--- src/rtl/fat_cluster_chain_lookup_defines.svh ---
// Assertion macros shared by the FAT cluster-chain lookup RTL.
`ifndef FAT_CLUSTER_CHAIN_LOOKUP_DEFINES_SVH
`define FAT_CLUSTER_CHAIN_LOOKUP_DEFINES_SVH

// Same-cycle implication, checked outside reset.
`define FCL_ASSERT_NOW(lbl, clk, rst, ante, cons, msg) \
   lbl: assert property (@(posedge clk) disable iff (rst) (ante) |-> (cons)) \
      else $error(msg);

// Next-cycle implication, checked outside reset.
`define FCL_ASSERT_NEXT(lbl, clk, rst, ante, cons, msg) \
   lbl: assert property (@(posedge clk) disable iff (rst) (ante) |=> (cons)) \
      else $error(msg);

`endif

--- src/rtl/fcl_pkg.sv ---
// Types, constants and helpers for the FAT cluster-chain lookup.
`default_nettype none
package fcl_pkg;

   localparam int unsigned SECTOR_SIZE_MAX = 4096;
   localparam int unsigned DSR_W = $clog2(SECTOR_SIZE_MAX) + 1;
   localparam int unsigned REM_W = DSR_W - 1;
   localparam int unsigned DVD_W = 32;
   localparam int unsigned BITS_PER_STAGE = 4;
   localparam int unsigned DIV_STAGES = DVD_W / BITS_PER_STAGE;

   localparam logic [31:0] FAT12_LIMIT = 32'd4085;
   localparam logic [31:0] FAT16_LIMIT = 32'd65525;
   localparam logic [11:0] FAT12_MASK = 12'hFFF;
   localparam logic [11:0] FAT12_EOC = 12'hFF8;
   localparam logic [11:0] FAT12_BAD = 12'hFF7;
   localparam logic [15:0] FAT16_EOC = 16'hFFF8;
   localparam logic [15:0] FAT16_BAD = 16'hFFF7;
   localparam logic [27:0] FAT32_MASK = 28'hFFFFFFF;
   localparam logic [27:0] FAT32_EOC = 28'hFFFFFF8;
   localparam logic [27:0] FAT32_BAD = 28'hFFFFFF7;

   typedef enum logic [1:0] {
      KIND_FAT12 = 2'd0,
      KIND_FAT16 = 2'd1,
      KIND_FAT32 = 2'd2
   } fat_kind_type;

   typedef enum logic [1:0] {
      STS_VALID = 2'd0,
      STS_EOC   = 2'd1,
      STS_BAD   = 2'd2
   } entry_status_type;

   typedef enum logic {
      REQ_LOCATE = 1'b0,
      REQ_DECODE = 1'b1
   } req_kind_type;

   typedef enum logic [2:0] {
      CSR_BPS   = 3'd0,
      CSR_SPC   = 3'd1,
      CSR_RSVD  = 3'd2,
      CSR_NFATS = 3'd3,
      CSR_ROOT  = 3'd4,
      CSR_TOTAL = 3'd5,
      CSR_FATSZ = 3'd6
   } csr_index_type;

   typedef enum logic [2:0] {
      GEO_ROOT_INIT,
      GEO_ROOT_DIV,
      GEO_MUL,
      GEO_FDS,
      GEO_CLU_INIT,
      GEO_CLU_DIV,
      GEO_DONE
   } geo_state_type;

   typedef struct packed {
      logic [DSR_W-1:0] sector_size;   // already clamped to SECTOR_SIZE_MAX
      logic [7:0]       clus_secs;
      logic [15:0]      rsvd_secs;
      logic [7:0]       fat_copies;
      logic [15:0]      root_entries;
      logic [31:0]      vol_secs;
      logic [31:0]      fat_secs;
   } cfg_type;

   typedef struct packed {
      logic         ready;
      logic [31:0]  data_start;
      fat_kind_type kind;
   } geo_type;

   typedef struct packed {
      logic [REM_W-1:0] rem;
      logic [DVD_W-1:0] dvd;
   } div_type;

   // One restoring division step: quotient bit shifts into dvd lsb.
   function automatic div_type div_step(div_type cur, logic [DSR_W-1:0] dsr);
      logic [DSR_W-1:0] r2;
      div_type          nxt;
      r2 = {cur.rem, cur.dvd[DVD_W-1]};
      if (r2 >= dsr) begin
         nxt.rem = REM_W'(r2 - dsr);
         nxt.dvd = {cur.dvd[DVD_W-2:0], 1'b1};
      end else begin
         nxt.rem = r2[REM_W-1:0];
         nxt.dvd = {cur.dvd[DVD_W-2:0], 1'b0};
      end
      return nxt;
   endfunction

endpackage
`default_nettype wire

--- src/rtl/fat_cluster_chain_lookup.sv ---
// Top level of the FAT cluster-chain lookup: config, geometry and lookup pipeline.
// An accepted request passes the input register, stage 0, the divider stages and the
// output register to rsp_tvalid. Throughput: one item per cycle unless rsp_tready
// stalls or geometry is not ready; the 8-stage divider (4 quotient bits per stage)
// for the FAT byte offset sets the depth. After reset or any register write the
// geometry sequencer runs two serial divisions; req_tready stays low until it is done.
// Reset is synchronous active high; registers return to their boot defaults.
`default_nettype none
`include "fat_cluster_chain_lookup_defines.svh"
module fat_cluster_chain_lookup
   import fcl_pkg::*;
(
   input  wire logic         clock,
   input  wire logic         reset,
   // config write port
   input  wire logic         csr_we,
   input  wire logic [2:0]   csr_addr,
   input  wire logic [31:0]  csr_wdata,
   // request items
   input  wire logic         req_tvalid,
   output logic              req_tready,
   input  wire logic [63:0]  req_tdata,   // cluster[31:0], raw_entry[63:32]
   input  wire logic         req_tuser,   // req_type
   // response items
   output logic              rsp_tvalid,
   input  wire logic         rsp_tready,
   output logic [111:0]      rsp_tdata,   // fat_sec[31:0], entry_offset[43:32],
                                          // cluster_lba[75:44], next_cluster[103:76],
                                          // entry_status[105:104], zero fill
   output logic [1:0]        rsp_tuser    // fat_type
);

   // ---------------- configuration registers ----------------
   logic [12:0] bps_ff;
   logic [7:0]  spc_ff;
   logic [15:0] rsvd_ff;
   logic [7:0]  nfats_ff;
   logic [15:0] root_ff;
   logic [31:0] total_ff;
   logic [31:0] fatsz_ff;
   logic        cfg_hit;

   always_ff @(posedge clock) begin
      if (reset) begin
         bps_ff   <= 13'd512;
         spc_ff   <= 8'd1;
         rsvd_ff  <= 16'd1;
         nfats_ff <= 8'd2;
         root_ff  <= 16'd512;
         total_ff <= '0;
         fatsz_ff <= '0;
      end else if (csr_we) begin
         unique case (csr_addr)
            CSR_BPS:   bps_ff   <= csr_wdata[12:0];
            CSR_SPC:   spc_ff   <= csr_wdata[7:0];
            CSR_RSVD:  rsvd_ff  <= csr_wdata[15:0];
            CSR_NFATS: nfats_ff <= csr_wdata[7:0];
            CSR_ROOT:  root_ff  <= csr_wdata[15:0];
            CSR_TOTAL: total_ff <= csr_wdata;
            CSR_FATSZ: fatsz_ff <= csr_wdata;
            default: ;
         endcase
      end
   end

   // unknown index writes nothing and leaves geometry alone
   always_comb begin
      unique case (csr_addr) inside
         CSR_BPS, CSR_SPC, CSR_RSVD, CSR_NFATS,
         CSR_ROOT, CSR_TOTAL, CSR_FATSZ: cfg_hit = csr_we;
         default:                        cfg_hit = 1'b0;
      endcase
   end

   cfg_type cfg;
   assign cfg.sector_size = (bps_ff > 13'(SECTOR_SIZE_MAX)) ? DSR_W'(SECTOR_SIZE_MAX)
                                                            : DSR_W'(bps_ff);
   assign cfg.clus_secs    = spc_ff;
   assign cfg.rsvd_secs    = rsvd_ff;
   assign cfg.fat_copies   = nfats_ff;
   assign cfg.root_entries = root_ff;
   assign cfg.vol_secs     = total_ff;
   assign cfg.fat_secs     = fatsz_ff;

   geo_type geo;

   fcl_geom u_geom (
      .clock (clock),
      .reset (reset),
      .start (cfg_hit),
      .cfg   (cfg),
      .geo   (geo)
   );

   // ---------------- lookup pipeline ----------------
   // Whole pipe advances together; the output register is the last stage.
   typedef struct packed {
      logic             vld;
      req_kind_type     rtype;
      fat_kind_type     kind;
      div_type          div;
      logic [31:0]      lba;
      logic [27:0]      nxt;
      entry_status_type sts;
   } stage_type;

   logic        adv;
   logic        rsp_vld_ff;
   logic        in_vld_ff;
   req_kind_type in_rtype_ff;
   fat_kind_type in_kind_ff;
   logic [31:0] in_cluster_ff;
   logic [31:0] in_raw_ff;

   stage_type   st_ff [0:DIV_STAGES];
   stage_type   st0_in;
   stage_type   stn_in [1:DIV_STAGES];

   assign adv        = !rsp_vld_ff || rsp_tready;
   assign req_tready = adv && geo.ready;

   always_ff @(posedge clock) begin
      if (reset) begin
         in_vld_ff <= 1'b0;
      end else if (adv) begin
         in_vld_ff <= req_tvalid && req_tready;
      end
      if (adv) begin
         in_rtype_ff   <= req_kind_type'(req_tuser);
         in_kind_ff    <= geo.kind;
         in_cluster_ff <= req_tdata[31:0];
         in_raw_ff     <= req_tdata[63:32];
      end
   end

   // entry byte offset, decode of the raw entry, cluster LBA product
   logic [15:0] raw16;
   logic [11:0] n12;
   always_comb begin
      st0_in       = '0;
      st0_in.vld   = in_vld_ff;
      st0_in.rtype = in_rtype_ff;
      st0_in.kind  = in_kind_ff;
      raw16        = in_raw_ff[15:0];
      n12          = in_cluster_ff[0] ? raw16[15:4] : (raw16[11:0] & FAT12_MASK);
      st0_in.sts   = STS_VALID;
      case (in_kind_ff)
         KIND_FAT12: begin
            st0_in.div.dvd = in_cluster_ff + {1'b0, in_cluster_ff[31:1]};
            st0_in.nxt     = 28'(n12);
            if (n12 >= FAT12_EOC) st0_in.sts = STS_EOC;
            if (n12 == FAT12_BAD) st0_in.sts = STS_BAD;
         end
         KIND_FAT16: begin
            st0_in.div.dvd = {in_cluster_ff[30:0], 1'b0};
            st0_in.nxt     = 28'(raw16);
            if (raw16 >= FAT16_EOC) st0_in.sts = STS_EOC;
            if (raw16 == FAT16_BAD) st0_in.sts = STS_BAD;
         end
         default: begin
            st0_in.div.dvd = {in_cluster_ff[29:0], 2'b00};
            st0_in.nxt     = in_raw_ff[27:0] & FAT32_MASK;
            if (st0_in.nxt >= FAT32_EOC) st0_in.sts = STS_EOC;
            if (st0_in.nxt == FAT32_BAD) st0_in.sts = STS_BAD;
         end
      endcase
      st0_in.lba = 32'((in_cluster_ff - 32'd2) * 32'(spc_ff));
   end

   // divider stages; the first also adds the first data sector
   always_comb begin
      for (int s = 1; s <= DIV_STAGES; s++) begin
         stn_in[s] = st_ff[s-1];
         for (int b = 0; b < BITS_PER_STAGE; b++) begin
            stn_in[s].div = div_step(stn_in[s].div, cfg.sector_size);
         end
         if (s == 1) stn_in[s].lba = st_ff[0].lba + geo.data_start;
      end
   end

   always_ff @(posedge clock) begin
      if (reset) begin
         for (int s = 0; s <= DIV_STAGES; s++) st_ff[s].vld <= 1'b0;
      end else if (adv) begin
         st_ff[0].vld <= st0_in.vld;
         for (int s = 1; s <= DIV_STAGES; s++) st_ff[s].vld <= stn_in[s].vld;
      end
      if (adv) begin
         st_ff[0][$bits(stage_type)-2:0] <= st0_in[$bits(stage_type)-2:0];
         for (int s = 1; s <= DIV_STAGES; s++) begin
            st_ff[s][$bits(stage_type)-2:0] <= stn_in[s][$bits(stage_type)-2:0];
         end
      end
   end

   // ---------------- output register ----------------
   stage_type   last;
   logic [31:0] fsec_in, fsec_ff;
   logic [11:0] eoff_in, eoff_ff;
   logic [31:0] lba_in, lba_ff;
   logic [27:0] nxt_in, nxt_ff;
   logic [1:0]  sts_in, sts_ff;
   logic [1:0]  kind_ff;

   assign last = st_ff[DIV_STAGES];

   always_comb begin
      fsec_in = '0;
      eoff_in = '0;
      lba_in  = '0;
      nxt_in  = '0;
      sts_in  = STS_VALID;
      if (last.rtype == REQ_LOCATE) begin
         lba_in = last.lba;
         if (cfg.sector_size == '0) begin
            fsec_in = 32'(rsvd_ff);
         end else begin
            fsec_in = 32'(rsvd_ff) + last.div.dvd;
            eoff_in = 12'(last.div.rem);
         end
      end else begin
         nxt_in = last.nxt;
         sts_in = last.sts;
      end
   end

   always_ff @(posedge clock) begin
      if (reset) begin
         rsp_vld_ff <= 1'b0;
      end else if (adv) begin
         rsp_vld_ff <= last.vld;
      end
      if (adv) begin
         fsec_ff <= fsec_in;
         eoff_ff <= eoff_in;
         lba_ff  <= lba_in;
         nxt_ff  <= nxt_in;
         sts_ff  <= sts_in;
         kind_ff <= last.kind;
      end
   end

   assign rsp_tvalid = rsp_vld_ff;
   assign rsp_tdata  = {6'd0, sts_ff, nxt_ff, lba_ff, eoff_ff, fsec_ff};
   assign rsp_tuser  = kind_ff;

   // ---------------- checks ----------------
   `FCL_ASSERT_NOW(a_accept_geo, clock, reset, req_tvalid && req_tready, geo.ready, "early item")
   `FCL_ASSERT_NEXT(a_cfg_geo, clock, reset, cfg_hit, !geo.ready, "geometry kept after write")
   `FCL_ASSERT_NOW(a_loc_next, clock, reset, rsp_vld_ff && fsec_ff != '0, nxt_ff == '0, "next on locate")
   `FCL_ASSERT_NOW(a_dec_addr, clock, reset, rsp_vld_ff && sts_ff != STS_VALID, lba_ff == '0, "lba on decode")

endmodule
`default_nettype wire

--- src/rtl/fcl_geom.sv ---
// Geometry sequencer: root sectors, first data sector, cluster count, FAT type.
`default_nettype none
module fcl_geom
   import fcl_pkg::*;
(
   input  wire logic    clock,
   input  wire logic    reset,
   input  wire logic    start,
   input  wire cfg_type cfg,
   output geo_type      geo
);

   geo_state_type    state_ff, state_in;
   div_type          div_ff, div_in, div_step_res;
   logic [DSR_W-1:0] dsr_ff, dsr_in;
   logic [4:0]       cnt_ff, cnt_in;
   logic [31:0]      root_ff, root_in;
   logic [31:0]      prod_ff, prod_in;
   logic [31:0]      fds_ff, fds_in;
   fat_kind_type     kind_ff, kind_in;

   assign div_step_res = div_step(div_ff, dsr_ff);

   always_ff @(posedge clock) begin
      if (reset) begin
         state_ff <= GEO_ROOT_INIT;
         fds_ff   <= '0;
         kind_ff  <= KIND_FAT12;
      end else begin
         state_ff <= state_in;
         fds_ff   <= fds_in;
         kind_ff  <= kind_in;
      end
      div_ff  <= div_in;
      dsr_ff  <= dsr_in;
      cnt_ff  <= cnt_in;
      root_ff <= root_in;
      prod_ff <= prod_in;
   end

   always_comb begin
      state_in = state_ff;
      div_in   = div_ff;
      dsr_in   = dsr_ff;
      cnt_in   = cnt_ff;
      root_in  = root_ff;
      prod_in  = prod_ff;
      fds_in   = fds_ff;
      kind_in  = kind_ff;
      unique case (state_ff)
         GEO_ROOT_INIT: begin
            div_in.rem = '0;
            div_in.dvd = {11'd0, cfg.root_entries, 5'd0}
                         + 32'(cfg.sector_size) - 32'd1;
            dsr_in   = cfg.sector_size;
            cnt_in   = '0;
            state_in = GEO_ROOT_DIV;
         end
         GEO_ROOT_DIV: begin
            div_in = div_step_res;
            cnt_in = cnt_ff + 5'd1;
            if (cnt_ff == 5'd31) begin
               root_in  = (dsr_ff == '0) ? 32'd0 : div_step_res.dvd;
               state_in = GEO_MUL;
            end
         end
         GEO_MUL: begin
            prod_in  = 32'(cfg.fat_secs * 32'(cfg.fat_copies));
            state_in = GEO_FDS;
         end
         GEO_FDS: begin
            fds_in   = 32'(cfg.rsvd_secs) + prod_ff + root_ff;
            state_in = GEO_CLU_INIT;
         end
         GEO_CLU_INIT: begin
            div_in.rem = '0;
            div_in.dvd = cfg.vol_secs - fds_ff;
            dsr_in   = DSR_W'(cfg.clus_secs);
            cnt_in   = '0;
            state_in = GEO_CLU_DIV;
         end
         GEO_CLU_DIV: begin
            div_in = div_step_res;
            cnt_in = cnt_ff + 5'd1;
            if (cnt_ff == 5'd31) begin
               // zero sectors per cluster means zero clusters
               if (dsr_ff == '0 || div_step_res.dvd < FAT12_LIMIT) kind_in = KIND_FAT12;
               else if (div_step_res.dvd < FAT16_LIMIT)            kind_in = KIND_FAT16;
               else                                                kind_in = KIND_FAT32;
               state_in = GEO_DONE;
            end
         end
         GEO_DONE: begin
            state_in = GEO_DONE;
         end
         default: begin
            state_in = GEO_ROOT_INIT;
         end
      endcase
      if (start) state_in = GEO_ROOT_INIT;
   end

   assign geo.ready      = (state_ff == GEO_DONE);
   assign geo.data_start = fds_ff;
   assign geo.kind       = kind_ff;

endmodule
`default_nettype wire

--- config.mk ---
export PLATFORM = sky130hd
export DESIGN_NAME = fat_cluster_chain_lookup
export DESIGN_NICKNAME = d
export VERILOG_FILES = /design/src/rtl/fcl_pkg.sv /design/src/rtl/fat_cluster_chain_lookup.sv /design/src/rtl/fcl_geom.sv
export VERILOG_INCLUDE_DIRS = /design/src /design/src/rtl
export SDC_FILE = /design/constraint.sdc
export NUM_CORES = 2
export LEC_CHECK = 0
export BUFFER_PORTS_ARGS = -buffer_cell sky130_fd_sc_hd__buf_2
export CORE_MARGIN = 4
export CORE_UTILIZATION = 50
export CTS_CLUSTER_SIZE = 8
export DETAILED_ROUTE_END_ITERATION = 12
export GPL_TIMING_DRIVEN = 0
export PLACE_DENSITY = 0.66
export REMOVE_ABC_BUFFERS = 1
export SKIP_CTS_REPAIR_TIMING = 1
export SYNTH_ARGS = -nofsm -noshare
export SYNTH_HDL_FRONTEND = slang
export SYNTH_HIERARCHICAL = 1
export SYNTH_SLANG_ARGS = --single-unit
--- constraint.sdc ---
create_clock -name clock -period 64.1 [get_ports clock]
set_clock_uncertainty 0.2 [all_clocks]
set_input_delay 0 -clock clock [delete_from_list [all_inputs] [get_ports clock]]
set_output_delay 0 -clock clock [all_outputs]
set_load 0.02 [all_outputs]
# After elaboration in Yosys (flattened, before gate mapping)
# Memory sizes are Yosys's and may differ from the RTL's.
# Index checks and enable logic that the tools add are counted.
[word_totals]
mem_bits_rw = 990
word_cells = 238
regBits = 461
in_bits = 105
mem_count = 1
[classes]
n_reduce_logical = 28
n_eq_ne = 19
multipliers = 2
n_mux = 68
bitwise_logic = 9
magnitude_cmp = 39
add_sub_neg = 43
[memory_table]
columns = ["memory", "words", "width", "read_ports", "rd_clocked_by_memory_dff", "write_ports", "line_no", "text"]
rows = [
  ["st_ff", 9, 110, 9, 0, 9, "fat_cluster_chain_lookup.sv:115", "stage_type st_ff [0:DIV_STAGES];"],
]
[op_table]
columns = ["operator", "count"]
rows = [
  ["44-bit two-way mux", 33],
  ["13-bit >= comparator", 33],
  ["12-bit subtractor", 33],
  ["44-bit one-hot mux with 3 select lines", 1],
  ["16-bit by 32-bit adder with 32-bit output", 2],
  ["32-bit adder", 2],
  ["32-bit by 8-bit multiplier with 32-bit output", 2],
  ["32-bit one-hot mux with 2 select lines", 1],
  ["30-bit one-hot mux with 2 select lines", 1],
  ["32-bit by 31-bit adder with 32-bit output", 1],
  ["32-bit by 12-bit < comparator with 1-bit output, second input constant", 1],
  ["32-bit by 16-bit < comparator with 1-bit output, second input constant", 1],
  ["32-bit by 1-bit subtractor with 32-bit output, second input constant", 1],
  ["32-bit by 2-bit subtractor with 32-bit output, second input constant", 1],
  ["32-bit subtractor", 1],
  ["28-bit == test, second input constant", 1],
  ["28-bit >= comparator, second input constant", 1],
  ["13-bit logical NOT", 2],
  ["13-bit one-hot mux with 2 select lines", 1],
  ["21-bit by 13-bit adder with 22-bit output", 1],
  ["3-bit one-hot mux with 7 select lines", 1],
  ["2-bit AND reduction", 10],
  ["1-bit two-way mux", 19],
  ["3-bit == test, second input constant", 6],
  ["other kinds (27)", 52],
]

# Logic depth before layout (Yosys ltp)
[logic_depth]
word_depth = 10
ltp_mapped = 50
depth_no_buf = 48

# Modules after synthesis
# Netlist, hierarchy kept.
[by_module_without_submodules]
columns = ["module", "cells_each", "instances", "area_each_um2"]
rows = [
  ["fat_cluster_chain_lookup", 6204, 1, 72532.1],
  ["fcl_geom", 1950, 1, 18149.9],
]

# Worst setup path after synthesis
# Ideal clock, no wire load.
[synth_path]
kind = "reg2out"
from = "register rsp_vld_ff, in the netlist rsp_tvalid"
to = "output req_tready"
path_stages_with_launch = 4
setup_slack_ps = 39443
t_required_ps = 63900
arrival_ps = 24457
path_buffers = 0
cell_sequence = "dfxtp_1 nor2b_1 inv_1 and2_1"
[synth_between]
elab_chain_cells = 3
[synth_lines]
columns = ["item", "line_no", "text"]
rows = [
  ["start: declaration", "fat_cluster_chain_lookup.sv:108", "logic rsp_vld_ff;"],
  ["start signal: assignment", "fat_cluster_chain_lookup.sv:231", "rsp_vld_ff <= last.vld;"],
  ["1-bit logical NOT", "fat_cluster_chain_lookup.sv:119", "assign adv = !rsp_vld_ff || rsp_tready;"],
  ["1-bit logical OR", "fat_cluster_chain_lookup.sv:119", ""],
  ["1-bit logical AND", "fat_cluster_chain_lookup.sv:120", "assign req_tready = adv && geo.ready;"],
  ["end: declaration", "fat_cluster_chain_lookup.sv:21", "output logic req_tready,"],
]
# No other way between the ends.

==> impl_metrics.json <==
{
  "clockBufferDepth": 3,
  "synth.cell_area_um2": 90700,
  "die_h_um": 434,
  "wl_per_cell_um": 19.5,
  "r2r_slack_ns": 50.59,
  "end_kind": "flip-flop",
  "max-cap-violations": 0,
  "route.detailed.drc": 0,
  "busiest_layer": "met2",
  "ant_nets": 0,
  "holdWs_ns": 0.0333,
  "grtUsageMet3_pct": 3.11,
  "report.final.setup_viol": 0,
  "startpoint_type": "flip-flop",
  "portBuffers": 210,
  "synth_edf_count": 1275,
  "num-nets-final": 9836,
  "slowest_stage": "a311oi_4",
  "critical-path-max-stage-delay_ns": 0.88,
  "rows": 156,
  "dp.final_hpwl_um": 158000,
  "synth_cell_types": 104,
  "cts_tree": "built",
  "area_growth_pct": 13.8,
  "crit_type": "flip-flop to flip-flop",
  "drive_gt1_share_pct": 9.60,
  "gp_congestion": 0.899,
  "pin_count": 221,
  "vias_per_cell": 5.59,
  "cts.sinks": 1439,
  "initial_core_util_pct": 50.2,
  "rsz0062_at_grt": "false",
  "cp.required_ns": 64.50,
  "slew_violations": 0,
  "max_slew_margin_pct": 6.55,
  "ys_seq_elements": 1439,
  "synth.largest_area_cell": "edfxtp_1",
  "fin_crit_sh_pct": 21.1,
  "yosys.cell_count.top_type": "edfxtp_1",
  "track_usage_pct": 22.6,
  "dieWidth_um": 434,
  "synth_top_flop_cell": "edfxtp_1",
  "hold_viol": 0,
  "grt_util_met2_pct": 36.6,
  "h-tree-depth": 4,
  "synth_top_area_share_pct": 42.2,
  "synthTopCellsByCount": "edfxtp_1 (1,275), nand2_1 (810), ha_1 (716)",
  "use_met1_pct": 31.3,
  "drt-pass1-iter-count": 6,
  "grt_pass1_wl_um": 336000,
  "cts_buffers": 203,
  "cts_root_buf": "clkbuf_16",
  "coreArea_um2": 181000,
  "tns_ns": 0,
  "crit_buf_inv": 5,
  "path_delay_family": "compound AO/OA/AOI/OAI gates",
  "utilization_pct": 57.2,
  "critPathMaxFanout": 34,
  "wl_um": 217000,
  "clock.fmax_mhz": 74.0,
  "grt_overflow_total": 0,
  "hold_path_depth": 5,
  "synthCells": 8154,
  "vias": 62161,
  "path_clk_slew_ns": 0.05,
  "dieArea_um2": 188000,
  "drtIter0Drc": 4796,
  "hp-class": "primary input to flip-flop",
  "fin_crit_ns": 13.51,
  "cp.depth": 44,
  "tightest_slew_ns": 1.40,
  "grt_pass1_vias": 61050,
  "clock_latency_ns": 0.85,
  "async_flop_share_pct": 0,
  "crit_top_cell": "a21oi_1",
  "grt_max_degree": 144,
  "syn_area_per_cell_um2": 11.1,
  "ys_warn_count": 6,
  "ys_top_cells_by_area": "edfxtp_1 (42%), ha_1 (9.9%), fa_1 (8.1%), dfxtp_1 (3.6%), xnor2_1 (3.4%)",
  "reg2reg_depth": 44,
  "antenna_found_initial": 10,
  "fillers": 15067,
  "outcome": "completed",
  "critPathArrivalTime_ns": 13.91,
  "ys_seq_area_share_pct": 45.8
}
layout make-up:
cell class / count / area, um^2 / area share [%]
Multi-Input combinational cell: 5820 / 45800 / 44.4
Sequential cell: 1439 / 41600 / 40.3
Clock buffer: 272 / 5400 / 5.23
Timing Repair Buffer: 483 / 4330 / 4.19
Tap cell: 2370 / 2970 / 2.87
Inverter: 702 / 2650 / 2.56
Clock inverter: 24 / 428 / 0.415
Antenna cell: 7 / 17.5 / 0.0170
worst paths after layout:
| path | startpoint | endpoint |
|---|---|---|
| hold / removal | csr_addr[0] | root_ff[0] |
| setup / recovery | bps_ff[12] | st_ff[0][971] |
| setup reg to reg | bps_ff[12] | st_ff[0][971] |
| hold reg to reg | st_ff[0][280] | st_ff[0][394] |
cells in the final DEF, fill, tap and decap left out, types with 88 or more instances in the layout:
master            n
nor2_1          356
and2_1          393
nor3_1           94
edfxtp_1       1275
clkbuf_16       205
buf_2           209
nor2b_1         148
o21a_1           88
dlygate4sd3_1   223
o21ai_0         271
dfxtp_1         162
a21oi_1         585
xnor2_1         354
ha_1            716
a21o_1          209
nand2_1         799
nand3_1          93
xor2_1          156
inv_1           691
mux2_2          231
fa_1            366
per-layer routing:
metal,up-vias,part of all wire (%)
li1,29942,-
met1,30261,45
met2,1603,47
met3,355,5.0
met4,0,3.4
met5,-,0
tightest hold or removal path, cell delays in order:
cell and delay [ns]:
dlygate4sd3_1 0.53, buf_2 0.26, nor3_2 0.09, nand2_1 0.07, a21oi_1 0.05
state kept, by name (all words and copies together) (netlist names), 12 cells and up:
signal,flops
fsec_ff,32
st_ff,978
u_geom/root_ff,32
lba_ff,32
bps_ff,13
rsvd_ff,16
in_raw_ff,28
u_geom/dsr_ff,13
total_ff,32
root_ff,16
in_cluster_ff,32
u_geom/prod_ff,32
fatsz_ff,32
nxt_ff,28
eoff_ff,12
u_geom/div_ff,44
u_geom/fds_ff,32
per-stage QoR:
stage                     setup slack, ns  area [um^2]  cells
after floorplan                     39.44        89900   7961
after global placement              30.91        93900  10541
after detailed placement            50.67        95100  10591
after CTS                           50.62       101000  10887
after global routing                49.52       103000  11112
final                               50.59       103000  11117
logic make-up (layout without fill, tap and decap cells):
group                    after synthesis  count (layout)  share of synthesized area (%)
AO/OA/AOI/OAI                       1693            1693                           11.9
other                                  1              13                        0.00414
AND/OR/NAND/NOR                     2250            2250                           12.2
buffers and inverters                900            1481                           3.80
XOR/XNOR                             511             511                           4.95
flip-flops                          1439            1439                           45.8
adder cells (fa/ha/maj)             1082            1082                           18.0
multiplexers                         278             278                           3.40
Power is left out: the tool's default activity adds up to more than one toggle a clock period on the data nets, which glitch-free logic cannot reach.
